## config.mk

```make
export PLATFORM = sky130hd
export DESIGN_NAME = ipv4_l4_header_parser_top
export DESIGN_NICKNAME = d
export VERILOG_FILES = /design/src/sv/iph_pkg.sv /design/src/sv/ipv4_l4_header_parser_top.sv /design/src/sv/iph_hdr_ram.sv /design/src/sv/iph_ingest.sv /design/src/sv/iph_parse.sv
export VERILOG_INCLUDE_DIRS = /design/src /design/src/sv
export SDC_FILE = /design/constraint.sdc
export NUM_CORES = 2
export LEC_CHECK = 0
export ABC_AREA = 1
export BUFFER_PORTS_ARGS = -buffer_cell sky130_fd_sc_hd__buf_2
export CAP_MARGIN = 30
export CELL_PAD_IN_SITES_DETAIL_PLACEMENT = 1
export CELL_PAD_IN_SITES_GLOBAL_PLACEMENT = 1
export CORE_AREA = 10 10 536 538
export DETAILED_ROUTE_END_ITERATION = 12
export DIE_AREA = 0 0 546 548
export PLACE_DENSITY_LB_ADDON = 0.1
export SLEW_MARGIN = 15
export SYNTH_ARGS = -nofsm -noshare
export SYNTH_HDL_FRONTEND = slang
export SYNTH_HIERARCHICAL = 1
export SYNTH_SLANG_ARGS = --single-unit
```

## constraint.sdc

```tcl
create_clock -name clk_i -period 7.95 [get_ports clk_i]
set_input_delay 0.795 -clock clk_i [delete_from_list [all_inputs] [get_ports clk_i]]
set_output_delay 0.795 -clock clk_i [all_outputs]
set_load 0.02 [all_outputs]
```

## src/sv/assert_macros.svh

```systemverilog
// ----------------------------------------------------------------------------
// assert_macros.svh
// concurrent assertion helpers shared by the header parser modules
// ----------------------------------------------------------------------------
`ifndef ASSERT_MACROS_SVH
`define ASSERT_MACROS_SVH
`ifndef NO_ASSERTIONS
// property checked every clock, masked while reset is asserted
`define IPH_ASSERT(lbl, clk, rstn, prop, msg) \
  lbl: assert property (@(posedge clk) disable iff (!rstn) prop) \
    else $error(msg);
// antecedent in one cycle implies consequent in the next
`define IPH_ASSERT_NEXT(lbl, clk, rstn, ante, cons, msg) \
  lbl: assert property (@(posedge clk) disable iff (!rstn) (ante) |=> (cons)) \
    else $error(msg);
`else
`define IPH_ASSERT(lbl, clk, rstn, prop, msg)
`define IPH_ASSERT_NEXT(lbl, clk, rstn, ante, cons, msg)
`endif
`endif

```

## src/sv/iph_pkg.sv

```systemverilog
// ----------------------------------------------------------------------------
// iph_pkg
// types and constants of the ipv4 / l4 header parser
// ----------------------------------------------------------------------------
package iph_pkg;

  localparam int unsigned CNT_W = 16;
  localparam logic [CNT_W-1:0] CNT_MAX = 16'hFFFF;

  // ethernet framing
  localparam logic [3:0] ETH_HDR_LEN  = 4'd14;
  localparam logic [7:0] ETYPE_HI_IDX = 8'd12;
  localparam logic [7:0] ETYPE_LO_IDX = 8'd13;
  localparam logic [7:0] ETYPE_HI     = 8'h08;
  localparam logic [7:0] ETYPE_LO     = 8'h00;

  // ipv4 header
  localparam logic [3:0] IP_VERSION   = 4'd4;
  localparam logic [5:0] IP_MIN_LEN   = 6'd20;
  localparam logic [7:0] IP_TTL_OFS   = 8'd8;
  localparam logic [7:0] IP_PROTO_OFS = 8'd9;
  localparam logic [7:0] IP_SRC_OFS   = 8'd12;

  // transport
  localparam logic [7:0] PROTO_ICMP   = 8'd1;
  localparam logic [7:0] PROTO_TCP    = 8'd6;
  localparam logic [7:0] PROTO_UDP    = 8'd17;
  localparam logic [6:0] TCP_HDR_LEN  = 7'd20;
  localparam logic [6:0] SHORT_L4_LEN = 7'd8;

  // finished packet handed from the ingest side to the parser
  typedef struct packed {
    logic             valid;
    logic [CNT_W-1:0] len;
    logic             bank;
  } iph_desc_t;

  typedef struct packed {
    logic busy;
    logic bank;
  } iph_parse_stat_t;

  typedef struct packed {
    logic        status;
    logic        eth;
    logic [31:0] src;
    logic [31:0] dst;
    logic [7:0]  proto;
    logic [7:0]  ttl;
    logic [15:0] sport;
    logic [15:0] dport;
    logic        tp;
  } iph_result_t;

  typedef enum logic [3:0] {
    PS_IDLE,
    PS_B12,
    PS_B13,
    PS_VER,
    PS_TTL,
    PS_PROTO,
    PS_ADDR,
    PS_P0,
    PS_P1,
    PS_P2,
    PS_P3,
    PS_DONE
  } iph_state_e;

endpackage

```

## src/sv/ipv4_l4_header_parser_top.sv

```systemverilog
// ----------------------------------------------------------------------------
// ipv4_l4_header_parser_top
// ethernet / ipv4 / tcp-udp-icmp header parser on a byte stream
// ----------------------------------------------------------------------------
// Bytes are taken one per cycle while tready is high, and the first
// HEADER_BYTES bytes of each packet go into one of two banks of a
// 2 x 2^clog2(HEADER_BYTES) byte memory while the packet length is counted
// (saturating at 65535). At the last byte the packet is handed to a parse
// sequencer that reads the stored header back through the single memory
// read port, one byte per cycle: the ethertype bytes and the version byte,
// then, for a valid ipv4 header, ttl, protocol and the eight address bytes,
// then the two icmp bytes or the four tcp or udp port bytes, and then it
// loads the output register (waiting while a previous result is held there).
// The next packet fills the other bank meanwhile, so the input runs at one
// byte per cycle as long as packets are at least 19 bytes long; a shorter
// packet holds tready low after its last byte until the parser is free.
// No memory initialization is needed after reset.
`include "assert_macros.svh"

module ipv4_l4_header_parser_top #(
  parameter int unsigned HEADER_BYTES = 128
) (
  input  logic         clk_i,
  input  logic         rst_ni,
  input  logic         s_axis_tvalid_i,
  output logic         s_axis_tready_o,
  input  logic [7:0]   s_axis_tdata_i,   // data_byte
  input  logic         s_axis_tlast_i,   // last_byte
  output logic         m_axis_tvalid_o,
  input  logic         m_axis_tready_i,
  // source_address, destination_address, ip_protocol, time_to_live,
  // source_port, destination_port
  output logic [111:0] m_axis_tdata_o,
  // status, ethernet_present, transport_parsed
  output logic [2:0]   m_axis_tuser_o
);
  import iph_pkg::*;

  localparam int unsigned IW = $clog2(HEADER_BYTES);

  iph_desc_t       desc;
  iph_parse_stat_t pstat;
  iph_result_t     res;
  logic            parse_ready;
  logic            wr_en;
  logic [IW:0]     wr_addr;
  logic [7:0]      wr_data;
  logic [IW:0]     rd_addr;
  logic [7:0]      rd_data;
  logic            bank_clash;
  logic            tp_proto_ok;

  iph_ingest #(
    .HEADER_BYTES (HEADER_BYTES),
    .IW           (IW)
  ) u_ingest (
    .clk_i           (clk_i),
    .rst_ni          (rst_ni),
    .s_axis_tvalid_i (s_axis_tvalid_i),
    .s_axis_tready_o (s_axis_tready_o),
    .s_axis_tdata_i  (s_axis_tdata_i),
    .s_axis_tlast_i  (s_axis_tlast_i),
    .parse_ready_i   (parse_ready),
    .desc_o          (desc),
    .wr_en_o         (wr_en),
    .wr_addr_o       (wr_addr),
    .wr_data_o       (wr_data)
  );

  iph_hdr_ram #(
    .AW (IW + 1)
  ) u_ram (
    .clk_i     (clk_i),
    .wr_en_i   (wr_en),
    .wr_addr_i (wr_addr),
    .wr_data_i (wr_data),
    .rd_addr_i (rd_addr),
    .rd_data_o (rd_data)
  );

  iph_parse #(
    .IW (IW)
  ) u_parse (
    .clk_i       (clk_i),
    .rst_ni      (rst_ni),
    .desc_i      (desc),
    .ready_o     (parse_ready),
    .rd_addr_o   (rd_addr),
    .rd_data_i   (rd_data),
    .stat_o      (pstat),
    .res_valid_o (m_axis_tvalid_o),
    .res_ready_i (m_axis_tready_i),
    .res_o       (res)
  );

  assign m_axis_tdata_o = {res.dport, res.sport, res.ttl, res.proto, res.dst, res.src};
  assign m_axis_tuser_o = {res.tp, res.eth, res.status};

  // the intake must never overwrite the bank under parse
  assign bank_clash  = wr_en & pstat.busy & (wr_addr[IW] == pstat.bank);
  assign tp_proto_ok = (res.proto == PROTO_ICMP) | (res.proto == PROTO_TCP)
                     | (res.proto == PROTO_UDP);

  `IPH_ASSERT(a_bank_sep, clk_i, rst_ni, !bank_clash, "bank clash")
  `IPH_ASSERT(a_tp_ok, clk_i, rst_ni, (m_axis_tvalid_o && res.tp) |-> !res.status, "tp with error")
  `IPH_ASSERT(a_tp_proto, clk_i, rst_ni, (m_axis_tvalid_o && res.tp) |-> tp_proto_ok, "tp protocol")

endmodule

```

## src/sv/iph_hdr_ram.sv

```systemverilog
// ----------------------------------------------------------------------------
// iph_hdr_ram
// simple dual-port header byte memory, one write and one registered read
// ----------------------------------------------------------------------------
module iph_hdr_ram #(
  parameter int unsigned AW = 8
) (
  input  logic          clk_i,
  input  logic          wr_en_i,
  input  logic [AW-1:0] wr_addr_i,
  input  logic [7:0]    wr_data_i,
  input  logic [AW-1:0] rd_addr_i,
  output logic [7:0]    rd_data_o
);

  logic [7:0] mem [2**AW];
  logic [7:0] rd_data_q;

  always_ff @(posedge clk_i) begin
    if (wr_en_i) begin
      mem[wr_addr_i] <= wr_data_i;
    end
  end

  always_ff @(posedge clk_i) begin
    rd_data_q <= mem[rd_addr_i];
  end

  assign rd_data_o = rd_data_q;

endmodule

```

## src/sv/iph_ingest.sv

```systemverilog
// ----------------------------------------------------------------------------
// iph_ingest
// byte stream intake: counts bytes, writes the leading ones into the
// current bank and hands finished packets to the parser
// ----------------------------------------------------------------------------
`include "assert_macros.svh"

module iph_ingest #(
  parameter int unsigned HEADER_BYTES = 128,
  parameter int unsigned IW           = 7
) (
  input  logic                clk_i,
  input  logic                rst_ni,
  input  logic                s_axis_tvalid_i,
  output logic                s_axis_tready_o,
  input  logic [7:0]          s_axis_tdata_i,
  input  logic                s_axis_tlast_i,
  input  logic                parse_ready_i,
  output iph_pkg::iph_desc_t  desc_o,
  output logic                wr_en_o,
  output logic [IW:0]         wr_addr_o,
  output logic [7:0]          wr_data_o
);
  import iph_pkg::*;

  logic [CNT_W-1:0] count_q, count_d;
  logic [CNT_W-1:0] count_inc;
  logic             wr_bank_q, wr_bank_d;
  logic             pend_valid_q, pend_valid_d;
  logic [CNT_W-1:0] pend_len_q, pend_len_d;
  logic             pend_bank_q, pend_bank_d;
  logic             take;
  logic             acc;
  logic             acc_last;

  assign take      = pend_valid_q & parse_ready_i;
  // a waiting packet blocks intake until the parser takes it
  assign s_axis_tready_o = ~pend_valid_q | take;
  assign acc       = s_axis_tvalid_i & s_axis_tready_o;
  assign acc_last  = acc & s_axis_tlast_i;
  assign count_inc = (count_q == CNT_MAX) ? count_q : count_q + 1'b1;

  assign wr_en_o   = acc & (count_q < CNT_W'(HEADER_BYTES));
  assign wr_addr_o = {wr_bank_q, count_q[IW-1:0]};
  assign wr_data_o = s_axis_tdata_i;

  always_comb begin
    count_d      = count_q;
    wr_bank_d    = wr_bank_q;
    pend_valid_d = pend_valid_q;
    pend_len_d   = pend_len_q;
    pend_bank_d  = pend_bank_q;
    if (take) begin
      pend_valid_d = 1'b0;
    end
    if (acc) begin
      count_d = count_inc;
    end
    if (acc_last) begin
      count_d      = '0;
      wr_bank_d    = ~wr_bank_q;
      pend_valid_d = 1'b1;
      pend_len_d   = count_inc;
      pend_bank_d  = wr_bank_q;
    end
  end

  always_ff @(posedge clk_i or negedge rst_ni) begin
    if (!rst_ni) begin
      count_q      <= '0;
      wr_bank_q    <= 1'b0;
      pend_valid_q <= 1'b0;
    end else begin
      count_q      <= count_d;
      wr_bank_q    <= wr_bank_d;
      pend_valid_q <= pend_valid_d;
    end
  end

  always_ff @(posedge clk_i) begin
    pend_len_q  <= pend_len_d;
    pend_bank_q <= pend_bank_d;
  end

  assign desc_o = '{valid: pend_valid_q, len: pend_len_q, bank: pend_bank_q};

  `IPH_ASSERT_NEXT(a_last_pends, clk_i, rst_ni, acc_last, pend_valid_q, "last byte lost")
  `IPH_ASSERT_NEXT(a_bank_flip, clk_i, rst_ni, acc_last, wr_bank_q != $past(wr_bank_q), "bank kept")
  `IPH_ASSERT_NEXT(a_count_clr, clk_i, rst_ni, acc_last, count_q == '0, "count not cleared")

endmodule

```

## src/sv/iph_parse.sv

```systemverilog
// ----------------------------------------------------------------------------
// iph_parse
// header parse sequencer: walks the stored bytes of one packet through the
// memory read port and builds the result in an output register
// ----------------------------------------------------------------------------
module iph_parse #(
  parameter int unsigned IW = 7
) (
  input  logic                    clk_i,
  input  logic                    rst_ni,
  input  iph_pkg::iph_desc_t      desc_i,
  output logic                    ready_o,
  output logic [IW:0]             rd_addr_o,
  input  logic [7:0]              rd_data_i,
  output iph_pkg::iph_parse_stat_t stat_o,
  output logic                    res_valid_o,
  input  logic                    res_ready_i,
  output iph_pkg::iph_result_t    res_o
);
  import iph_pkg::*;

  iph_state_e       state_q, state_d;
  logic [CNT_W-1:0] len_q;
  logic             bank_q;
  logic             b12_q;
  logic             eth_q;
  logic [3:0]       off_q;
  logic [5:0]       ihl_q;
  logic             ip_ok_q;
  logic             status_q;
  logic             tp_q;
  logic             icmp_q;
  logic [7:0]       ttl_q;
  logic [7:0]       proto_q;
  logic [63:0]      addr_q;
  logic [2:0]       cnt_q;
  logic [6:0]       l4_q;
  logic [31:0]      l4sh_q;
  logic             out_valid_q, out_valid_d;
  iph_result_t      out_q;

  // decisions taken on the byte that just came back from memory
  logic             eth_now;
  logic [3:0]       off_now;
  logic [CNT_W-1:0] rem;
  logic [5:0]       ihl_now;
  logic             ver_bad;
  logic [6:0]       l4_now;
  logic             has_l4;
  logic             is_tu;
  logic             is_ic;
  logic [6:0]       need;
  logic             l4_short;
  logic             port_go;
  logic             l4_bad;
  logic             out_free;
  logic             out_load;
  logic [7:0]       rd_idx;

  assign eth_now = (len_q >= CNT_W'(ETH_HDR_LEN)) & b12_q & (rd_data_i == ETYPE_LO);
  assign off_now = eth_now ? ETH_HDR_LEN : 4'd0;
  assign rem     = len_q - CNT_W'(off_q);
  assign ihl_now = {rd_data_i[3:0], 2'b00};
  assign ver_bad = (rem < CNT_W'(IP_MIN_LEN)) | (rd_data_i[7:4] != IP_VERSION)
                 | (ihl_now < IP_MIN_LEN) | (CNT_W'(ihl_now) > rem);

  assign l4_now   = 7'(off_q) + 7'(ihl_q);
  assign has_l4   = CNT_W'(l4_now) < len_q;
  assign is_tu    = (proto_q == PROTO_TCP) | (proto_q == PROTO_UDP);
  assign is_ic    = (proto_q == PROTO_ICMP);
  assign need     = (proto_q == PROTO_TCP) ? TCP_HDR_LEN : SHORT_L4_LEN;
  assign l4_short = len_q < (CNT_W'(l4_now) + CNT_W'(need));
  assign port_go  = has_l4 & (is_tu | is_ic) & ~l4_short;
  assign l4_bad   = has_l4 & (is_tu | is_ic) & l4_short;

  assign out_free = ~out_valid_q | res_ready_i;

  // next state
  always_comb begin
    state_d = state_q;
    unique case (state_q)
      PS_IDLE:  if (desc_i.valid) state_d = PS_B12;
      PS_B12:   state_d = PS_B13;
      PS_B13:   state_d = PS_VER;
      PS_VER:   state_d = ver_bad ? PS_DONE : PS_TTL;
      PS_TTL:   state_d = PS_PROTO;
      PS_PROTO: state_d = PS_ADDR;
      PS_ADDR: begin
        if (cnt_q == 3'd7) begin
          state_d = port_go ? PS_P0 : PS_DONE;
        end
      end
      PS_P0:    state_d = PS_P1;
      PS_P1:    state_d = icmp_q ? PS_DONE : PS_P2;
      PS_P2:    state_d = PS_P3;
      PS_P3:    state_d = PS_DONE;
      PS_DONE:  if (out_free) state_d = PS_IDLE;
      default:  state_d = PS_IDLE;
    endcase
  end

  // read address and result load
  always_comb begin
    rd_idx   = ETYPE_HI_IDX;
    out_load = 1'b0;
    unique case (state_q)
      PS_IDLE:  rd_idx = ETYPE_HI_IDX;
      PS_B12:   rd_idx = ETYPE_LO_IDX;
      PS_B13:   rd_idx = 8'(off_now);
      PS_VER:   rd_idx = 8'(off_q) + IP_TTL_OFS;
      PS_TTL:   rd_idx = 8'(off_q) + IP_PROTO_OFS;
      PS_PROTO: rd_idx = 8'(off_q) + IP_SRC_OFS;
      PS_ADDR: begin
        if (cnt_q == 3'd7) begin
          rd_idx = 8'(l4_now);
        end else begin
          rd_idx = 8'(off_q) + IP_SRC_OFS + 8'(cnt_q) + 8'd1;
        end
      end
      PS_P0:    rd_idx = 8'(l4_q) + 8'd1;
      PS_P1:    rd_idx = 8'(l4_q) + 8'd2;
      PS_P2:    rd_idx = 8'(l4_q) + 8'd3;
      PS_P3:    rd_idx = ETYPE_HI_IDX;
      PS_DONE:  out_load = out_free;
      default:  rd_idx = ETYPE_HI_IDX;
    endcase
  end

  assign ready_o   = (state_q == PS_IDLE);
  assign rd_addr_o = {(state_q == PS_IDLE) ? desc_i.bank : bank_q, rd_idx[IW-1:0]};

  always_ff @(posedge clk_i or negedge rst_ni) begin
    if (!rst_ni) begin
      state_q     <= PS_IDLE;
      out_valid_q <= 1'b0;
    end else begin
      state_q     <= state_d;
      out_valid_q <= out_valid_d;
    end
  end

  always_comb begin
    out_valid_d = out_valid_q;
    if (out_load) begin
      out_valid_d = 1'b1;
    end else if (res_ready_i) begin
      out_valid_d = 1'b0;
    end
  end

  // field capture, one byte per step
  always_ff @(posedge clk_i) begin
    unique case (state_q)
      PS_IDLE: begin
        len_q  <= desc_i.len;
        bank_q <= desc_i.bank;
      end
      PS_B12:   b12_q <= (rd_data_i == ETYPE_HI);
      PS_B13: begin
        eth_q <= eth_now;
        off_q <= off_now;
      end
      PS_VER: begin
        ihl_q    <= ihl_now;
        ip_ok_q  <= ~ver_bad;
        status_q <= ver_bad;
        tp_q     <= 1'b0;
      end
      PS_TTL: ttl_q <= rd_data_i;
      PS_PROTO: begin
        proto_q <= rd_data_i;
        cnt_q   <= 3'd0;
      end
      PS_ADDR: begin
        addr_q <= {addr_q[55:0], rd_data_i};
        cnt_q  <= cnt_q + 3'd1;
        if (cnt_q == 3'd7) begin
          l4_q   <= l4_now;
          icmp_q <= is_ic;
          if (l4_bad) begin
            status_q <= 1'b1;
          end
        end
      end
      PS_P0: l4sh_q <= {l4sh_q[23:0], rd_data_i};
      PS_P1: begin
        l4sh_q <= {l4sh_q[23:0], rd_data_i};
        if (icmp_q) begin
          tp_q <= 1'b1;
        end
      end
      PS_P2: l4sh_q <= {l4sh_q[23:0], rd_data_i};
      PS_P3: begin
        l4sh_q <= {l4sh_q[23:0], rd_data_i};
        tp_q   <= 1'b1;
      end
      PS_DONE: begin
        if (out_load) begin
          out_q.status <= status_q;
          out_q.eth    <= eth_q;
          out_q.src    <= ip_ok_q ? addr_q[63:32] : 32'd0;
          out_q.dst    <= ip_ok_q ? addr_q[31:0]  : 32'd0;
          out_q.proto  <= ip_ok_q ? proto_q : 8'd0;
          out_q.ttl    <= ip_ok_q ? ttl_q   : 8'd0;
          out_q.tp     <= tp_q;
          // icmp type and code sit in the low byte of each port field
          if (!tp_q) begin
            out_q.sport <= 16'd0;
            out_q.dport <= 16'd0;
          end else if (icmp_q) begin
            out_q.sport <= {8'd0, l4sh_q[15:8]};
            out_q.dport <= {8'd0, l4sh_q[7:0]};
          end else begin
            out_q.sport <= l4sh_q[31:16];
            out_q.dport <= l4sh_q[15:0];
          end
        end
      end
      default: cnt_q <= 3'd0;
    endcase
  end

  assign stat_o      = '{busy: (state_q != PS_IDLE), bank: bank_q};
  assign res_valid_o = out_valid_q;
  assign res_o       = out_q;

endmodule

```

== After elaboration in Yosys (flattened, before gate mapping) ==
Memories as Yosys holds them, arrays and structs flattened. A register that Yosys moved wholly into a read port is not among the register bits.
Cells that the tools add are included.

* Flip-flop bits (word level): 308
* RAM bits: 2,048
* Input bits: 13
* Output and inout port bits: 117
* Logic and storage cells: 144
* Memories kept: 1

* Add/subtract/negate cells: 13
* Magnitude comparators: 7
* Equal/unequal tests: 23
* Muxes and demuxes: 29
* Bitwise gates (word level): 22
* Reduce and logical (&&, ||, !) cells: 15

{| class="wikitable"
|+ Memory list
! memory !! depth !! width !! rd ports !! clocked after Yosys merged registers in !! wr ports !! line !! source
|-
| u_ram.mem || 256 || 8 || 1 || 1 || 1 || iph_hdr_ram.sv:16 || <nowiki>logic [7:0] mem [2**AW];</nowiki>
|}

{| class="wikitable"
|+ Operator list
! cell !! count
|-
| 7-bit case mux with 9 select lines || 1
|-
| 16-bit two-way mux || 3
|-
| 4-bit case mux with 12 select lines || 1
|-
| 24-bit two-way mux || 1
|-
| 4-bit two-way mux || 6
|-
| 16-bit by 1-bit adder with 16-bit output (second input constant) || 1
|-
| 16-bit equality test (second input constant) || 1
|-
| 4-bit by 3-bit equality test with 1-bit output (second input constant) || 4
|-
| 4-bit equality test (second input constant) || 4
|-
| 16-bit by 4-bit greater-or-equal comparator with 1-bit output (second input constant) || 1
|-
| 6-bit by 16-bit > comparator with 1-bit output || 1
|-
| 16-bit less-than comparator || 1
|-
| 16-bit by 5-bit less-than comparator with 1-bit output (second input constant) || 1
|-
| 16-bit by 8-bit less-than comparator with 1-bit output (second input constant) || 1
|-
| 7-bit by 16-bit less-than comparator with 1-bit output || 1
|-
| 16-bit by 4-bit subtractor with 16-bit output || 1
|-
| 4-bit by 4-bit adder with 5-bit output (second input constant) || 3
|-
| 7-bit by 1-bit adder with 7-bit output (second input constant) || 2
|-
| 7-bit by 2-bit adder with 7-bit output (second input constant) || 2
|-
| 1-bit two-way mux || 11
|-
| 10-bit OR reduction || 1
|-
| 1-bit AND || 9
|-
| 7-bit by 7-bit adder with 8-bit output || 1
|-
| 4-bit by 2-bit equality test with 1-bit output (second input constant) || 2
|-
| other kinds (29) || 49
|}

== Depth between registers and ports, before layout ==
* Depth in word-level cells: 9
* Mapped depth: 23
* Mapped depth without buffers: 21

== Cells and area by module ==
Netlist, hierarchy kept.

{| class="wikitable"
|+ Modules (own cells, without submodules)
! module !! times used !! cells each !! area an instance (um2) !! sequential area each (um2)
|-
| iph_hdr_ram || 1 || 7,003 || 83,396.2 || 61,659.1
|-
| iph_parse || 1 || 862 || 10,884.2 || 8,012.7
|-
| iph_ingest || 1 || 224 || 1,983.2 || 960.9
|}

== Least setup slack after synthesis ==
Ideal clock, no wire load.

* Kind: input to register
* From: input port m_axis_tready_i
* To: register u_parse.out_q, in the netlist u_parse/res_o[0], enable pin
* Library setup time: 0.592 ns
* Arrival: 5.604 ns
* Required time: 7.358 ns
* Slack: 1.754 ns
* Cell stages on the path: 2
* Path buffers: 0
* Cell sequence: nor2_1 nor2_1

* Cells in the longest elaborated chain, start to end: 3

{| class="wikitable"
|+ Ends and longest elaborated chain
! element !! line !! source
|-
| from (decl) || ipv4_l4_header_parser_top.sv:30 || <nowiki>input logic m_axis_tready_i,</nowiki>
|-
| 1-bit OR || iph_parse.sv:76 || <nowiki>assign out_free = ~out_valid_q | res_ready_i;</nowiki>
|-
| 1-bit two-way mux || iph_parse.sv:106 || <nowiki>unique case (state_q)</nowiki>
|-
| net u_parse.out_load || iph_parse.sv:57 || <nowiki>logic out_load;</nowiki>
|-
| 2-bit AND reduction (no source line) || -- ||
|-
| to (decl) || iph_parse.sv:40 || <nowiki>iph_result_t out_q;</nowiki>
|}

The timed path passes the listed nets, and every way through them passes these cells.
A chain may end at the register's enable or synchronous reset.

== Worst setup path in the final report ==
* From: register u_parse.off_q[2]
* To: register u_ram.rd_data_q[7], in the netlist u_ram/rd_data_o[7] (read register of u_ram.mem)

* Cells in the longest elaborated chain, start to end: 5
* Elaborated cells between the ends (all ways): 8
* Those cells by class: add/sub: 6; mux: 2

{| class="wikitable"
|+ Ends and longest elaborated chain
! element !! line !! source
|-
| from (decl) || iph_parse.sv:27 || <nowiki>logic [3:0] off_q;</nowiki>
|-
| from (signal assigned) || iph_parse.sv:161 || <nowiki>off_q <= off_now;</nowiki>
|-
| 4-bit by 4-bit adder with 5-bit output || iph_parse.sv:112, iph_parse.sv:117 ||
|-
| 7-bit by 3-bit adder with 7-bit output || iph_parse.sv:117 || <nowiki>rd_idx = 8'(off_q) + IP_SRC_OFS + 8'(cnt_q) + 8'd1;</nowiki>
|-
| 7-bit by 1-bit adder with 7-bit output || iph_parse.sv:117 ||
|-
| 7-bit two-way mux || iph_parse.sv:114 || <nowiki>if (cnt_q == 3'd7) begin</nowiki>
|-
| 7-bit case mux with 9 select lines (*) || iph_parse.sv:106 ||
|-
| net rd_addr[4] || ipv4_l4_header_parser_top.sv:48 || <nowiki>logic [IW:0] rd_addr;</nowiki>
|-
| to (decl) || iph_hdr_ram.sv:17 || <nowiki>logic [7:0] rd_data_q;</nowiki>
|}

Mark *: on every way through the listed nets, which the timed path passes. The rest lies on a longest branch.

==> flow_results.org <==
** Run status
- Result of the run :: finished clean

** STA
- Minimum setup slack in the final design :: ~2100 ps
- The count of endpoints failing hold in the final timing report came to 0.
- Headroom to the max-slew limit came out at 0.179.
- Final sum of negative setup slack :: 0 ps
- Final Slew Violations :: 0
- Fin crit period :: 5860 ps
- Slew of the pin with the lowest slew margin :: between 1000 and 1500 ps
- Setup repair after global routing left no endpoint under its margin.
- Fraction of the cycle the final worst path needs :: 0.738
- Derived from the worst setup path, the maximum achievable clock frequency is between 0.15 and 0.2 GHz.
- The tightest hold path in the finished design has a slack of around 140 ps.
- Clock skew :: approximately 56 ps
- Number of setup violations in the final report :: 0

** Yosys
- Counting every instance in the synthesized netlist gives 8088.
- When the netlist entered floorplanning its net count stood at about 8k.
- Yosys printed 6 warnings.
- After synthesis, the mean cell area works out to around 12 sq um.
- The mapped netlist covers just under 100000 sq um.

** CTS
- Inserted Clock Buffers :: 275
- Clock tree from TritonCTS :: yes
- After clock tree synthesis, the clock-pin slew on the worst setup and hold paths is 60 ps.
- Clock tree buffer depth :: 4
- CTS built an H-tree with a depth of 5.
- The clock net in this run drives a total of between 2k and 2.5k sinks.
- The clock reaches the later pin of the worst-skew pair after ~890 ps.
- After clock tree synthesis, the repair step resized 0 gates.
- The cell sitting at the root of the clock tree is a clkbuf_16.

** GRT
- Overall global routing resource usage :: 0.202
- Maximum number of pins on one net before global-route repair :: approximately 160
- For this run the aggregate overflow at the end of global routing stands at 0.
- The via count of the first global-routing pass came to roughly 64k.
- Number of antenna violations at the first check in global routing :: 16
- First-pass GRT wire length :: between 400000 and 500000 microns

** Floorplan
- Die span in x :: ~550 microns
- During I/O placement, the number of pins put on the boundary was 130.
- Placement Rows :: about 190
- For this configuration, the core starts out at a cell density of 0.349.
- Die Area :: roughly 300000 sq um
- The floorplan step defined a core boundary enclosing between 200000 and 300000 sq um.
- Height of the die :: ~550 microns

** Detailed routing
- Average via count per standard cell :: ~5.2
- For this block, the initial DRC count from the detailed router was 5195.
- Wirelength, routed :: 312000 microns
- The final route contains about 63k vias.
- After detailed routing, the average wire length per cell comes to between 20 and 30 microns.
- The count of nets left with antenna violations once routing finished came out at 0.
- The pre-antenna-repair detailed-routing pass consisted of 5 iterations.
- Drt drc :: 0

** Setup path
- Worst setup slack for register-to-register paths :: 2090 ps
- Largest delay contributor family on the critical path :: buffers and inverters
- The worst setup path is of the flop to flop kind.
- Critical Path Slowest Stage Cell :: edfxtp_1
- Together, buffers and inverters on the worst path number 4.
- Arrival time reported for the critical path endpoint :: around 6700 ps
- Max stage delay on crit path :: 810 ps
- Critical path fanouts, max :: 34
- The worst setup path is launched from a flop.
- The signal on the critical path passes through inv_1 > fa_1 > xor2_1 > o21ai_0 > o221ai_4 > buf_4 > inv_2 > buf_4 > nand3_1 > nand3_1 > nand3_1 > nand2_1 > nand2_1 > nand2_1.
- At the worst endpoint, the required time is just under 9000 ps.
- CP endpoint kind :: flop

** Power
- In this run the power density over the cells is a little over 400 nW/um^2.
- Cell leakage power :: slightly below 0.04 uW
- Max VDD drop :: between 0.6 and 0.7 mV

** Worst hold path
- The path class of the tightest hold or removal check is input pin to flop.

** Layout
- After routing the design area is about 110000 sq um.
- Leaving out fill and tap cells, the most frequent cells in the layout are nand2_1, edfxtp_1, nand3_1.
- Util after Layout :: 0.395
- Leaving out fill and tap cells, the most frequent cell in the layout is nand2_1.
- The area growth from synthesis to layout is 13.4%.
- Filler Cell Count :: 29.2k
- For this run, the post-layout net count is 8173.
- In the final layout, the share of cells above drive strength 1 is 0.0863.

** Place
- HPWL Detailed :: between 150000 and 200000 microns
- Port Buffers :: roughly 130
- The placed instances occupy a cell area of 100000 sq um.
- At the placement stage, the worst setup path has a slack of 2070 ps.
- Routability-driven placement congestion ratio :: 0.787

** Run
- The tool flagged a number of max-cap violations equal to 0.
## repair_timing
action,CTS,global route
buffers inserted,0,0
hold buffers,1,0
hold endpoints to repair,23,0
## state kept, by name, summed over array words and instances (netlist names), 3 cells and up
register / flops
u_parse/state_q: 4
u_ram/mem: 2048
u_parse/ihl_q: 4
u_parse/l4_q: 6
u_parse/len_q: 16
u_ingest/pend_len_q: 16
u_parse/ttl_q: 8
u_parse/cnt_q: 3
u_parse/res_o: 115
u_ram/rd_data_o: 8
u_parse/addr_q: 64
u_parse/l4sh_q: 32
u_parse/proto_q: 8
u_ingest/count_q: 16
## stage by stage
stage,std cells,power (uW)
6_report,12000,44700
3_5_place_dp,11500,32900
2_1_floorplan,8088,25600
4_1_cts,12000,45100
3_3_place_gp,11500,32800
5_1_grt,12000,47200
## report_power, final
part | switching (uW) | leakage (uW) | total [uW] | internal, uW
Clock | 5120 | 0.00414 | 12100 | 6990
Combinational | 13700 | 0.0130 | 18100 | 4360
Sequential | 299 | 0.0214 | 14500 | 14200
## per-layer routing
metal / vias to the layer above / part of all wire / global-route usage
li1: 28500 / - / -
met1: 32300 / 0.45 / 0.281
met2: 1490 / 0.46 / 0.325
met3: 439 / 0.056 / 0.0364
met4: 2 / 0.029 / 0.0549
met5: - / 0.000064 / 0
## final timing paths
check | endpoint | startpoint | cells after the start
max in group asynchronous | u_ingest/count_q[11] | rst_ni | 2
worst min register to register | u_parse/len_q[14] | u_ingest/pend_len_q[14] | 0
min in group asynchronous | u_ingest/count_q[7] | rst_ni | 2
worst max register to register | u_ram/rd_data_o[7] | u_parse/off_q[2] | 14
worst max-delay path | u_ram/rd_data_o[7] | u_parse/off_q[2] | 14
worst min-delay path | u_parse/res_valid_o | m_axis_tready_i | 2
## worst reg2reg max path, stage by stage, from the launching register on
cell and delay, ps:
edfxtp_1 810, inv_1 410, fa_1 550, xor2_1 170, o21ai_0 350, o221ai_4 130, buf_4 360, inv_2 720
buf_4 650, nand3_1 530, nand3_1 240, nand3_1 250, nand2_1 200, nand2_1 260, nand2_1 180
## cell type report
cell class                      instances  area, sq um  share of cell area
Sequential cell                      2359        70600               0.647
Multi-Input combinational cell       4979        22200               0.204
Clock buffer                          358         7390              0.0677
Tap cell                             3705         4640              0.0425
Timing Repair Buffer                  277         2240              0.0205
Clock inverter                        127         1080             0.00991
Inverter                              233          913             0.00837
Antenna cell                            3         7.51           0.0000688
Note: power is estimated with default switching activity, not from simulation.
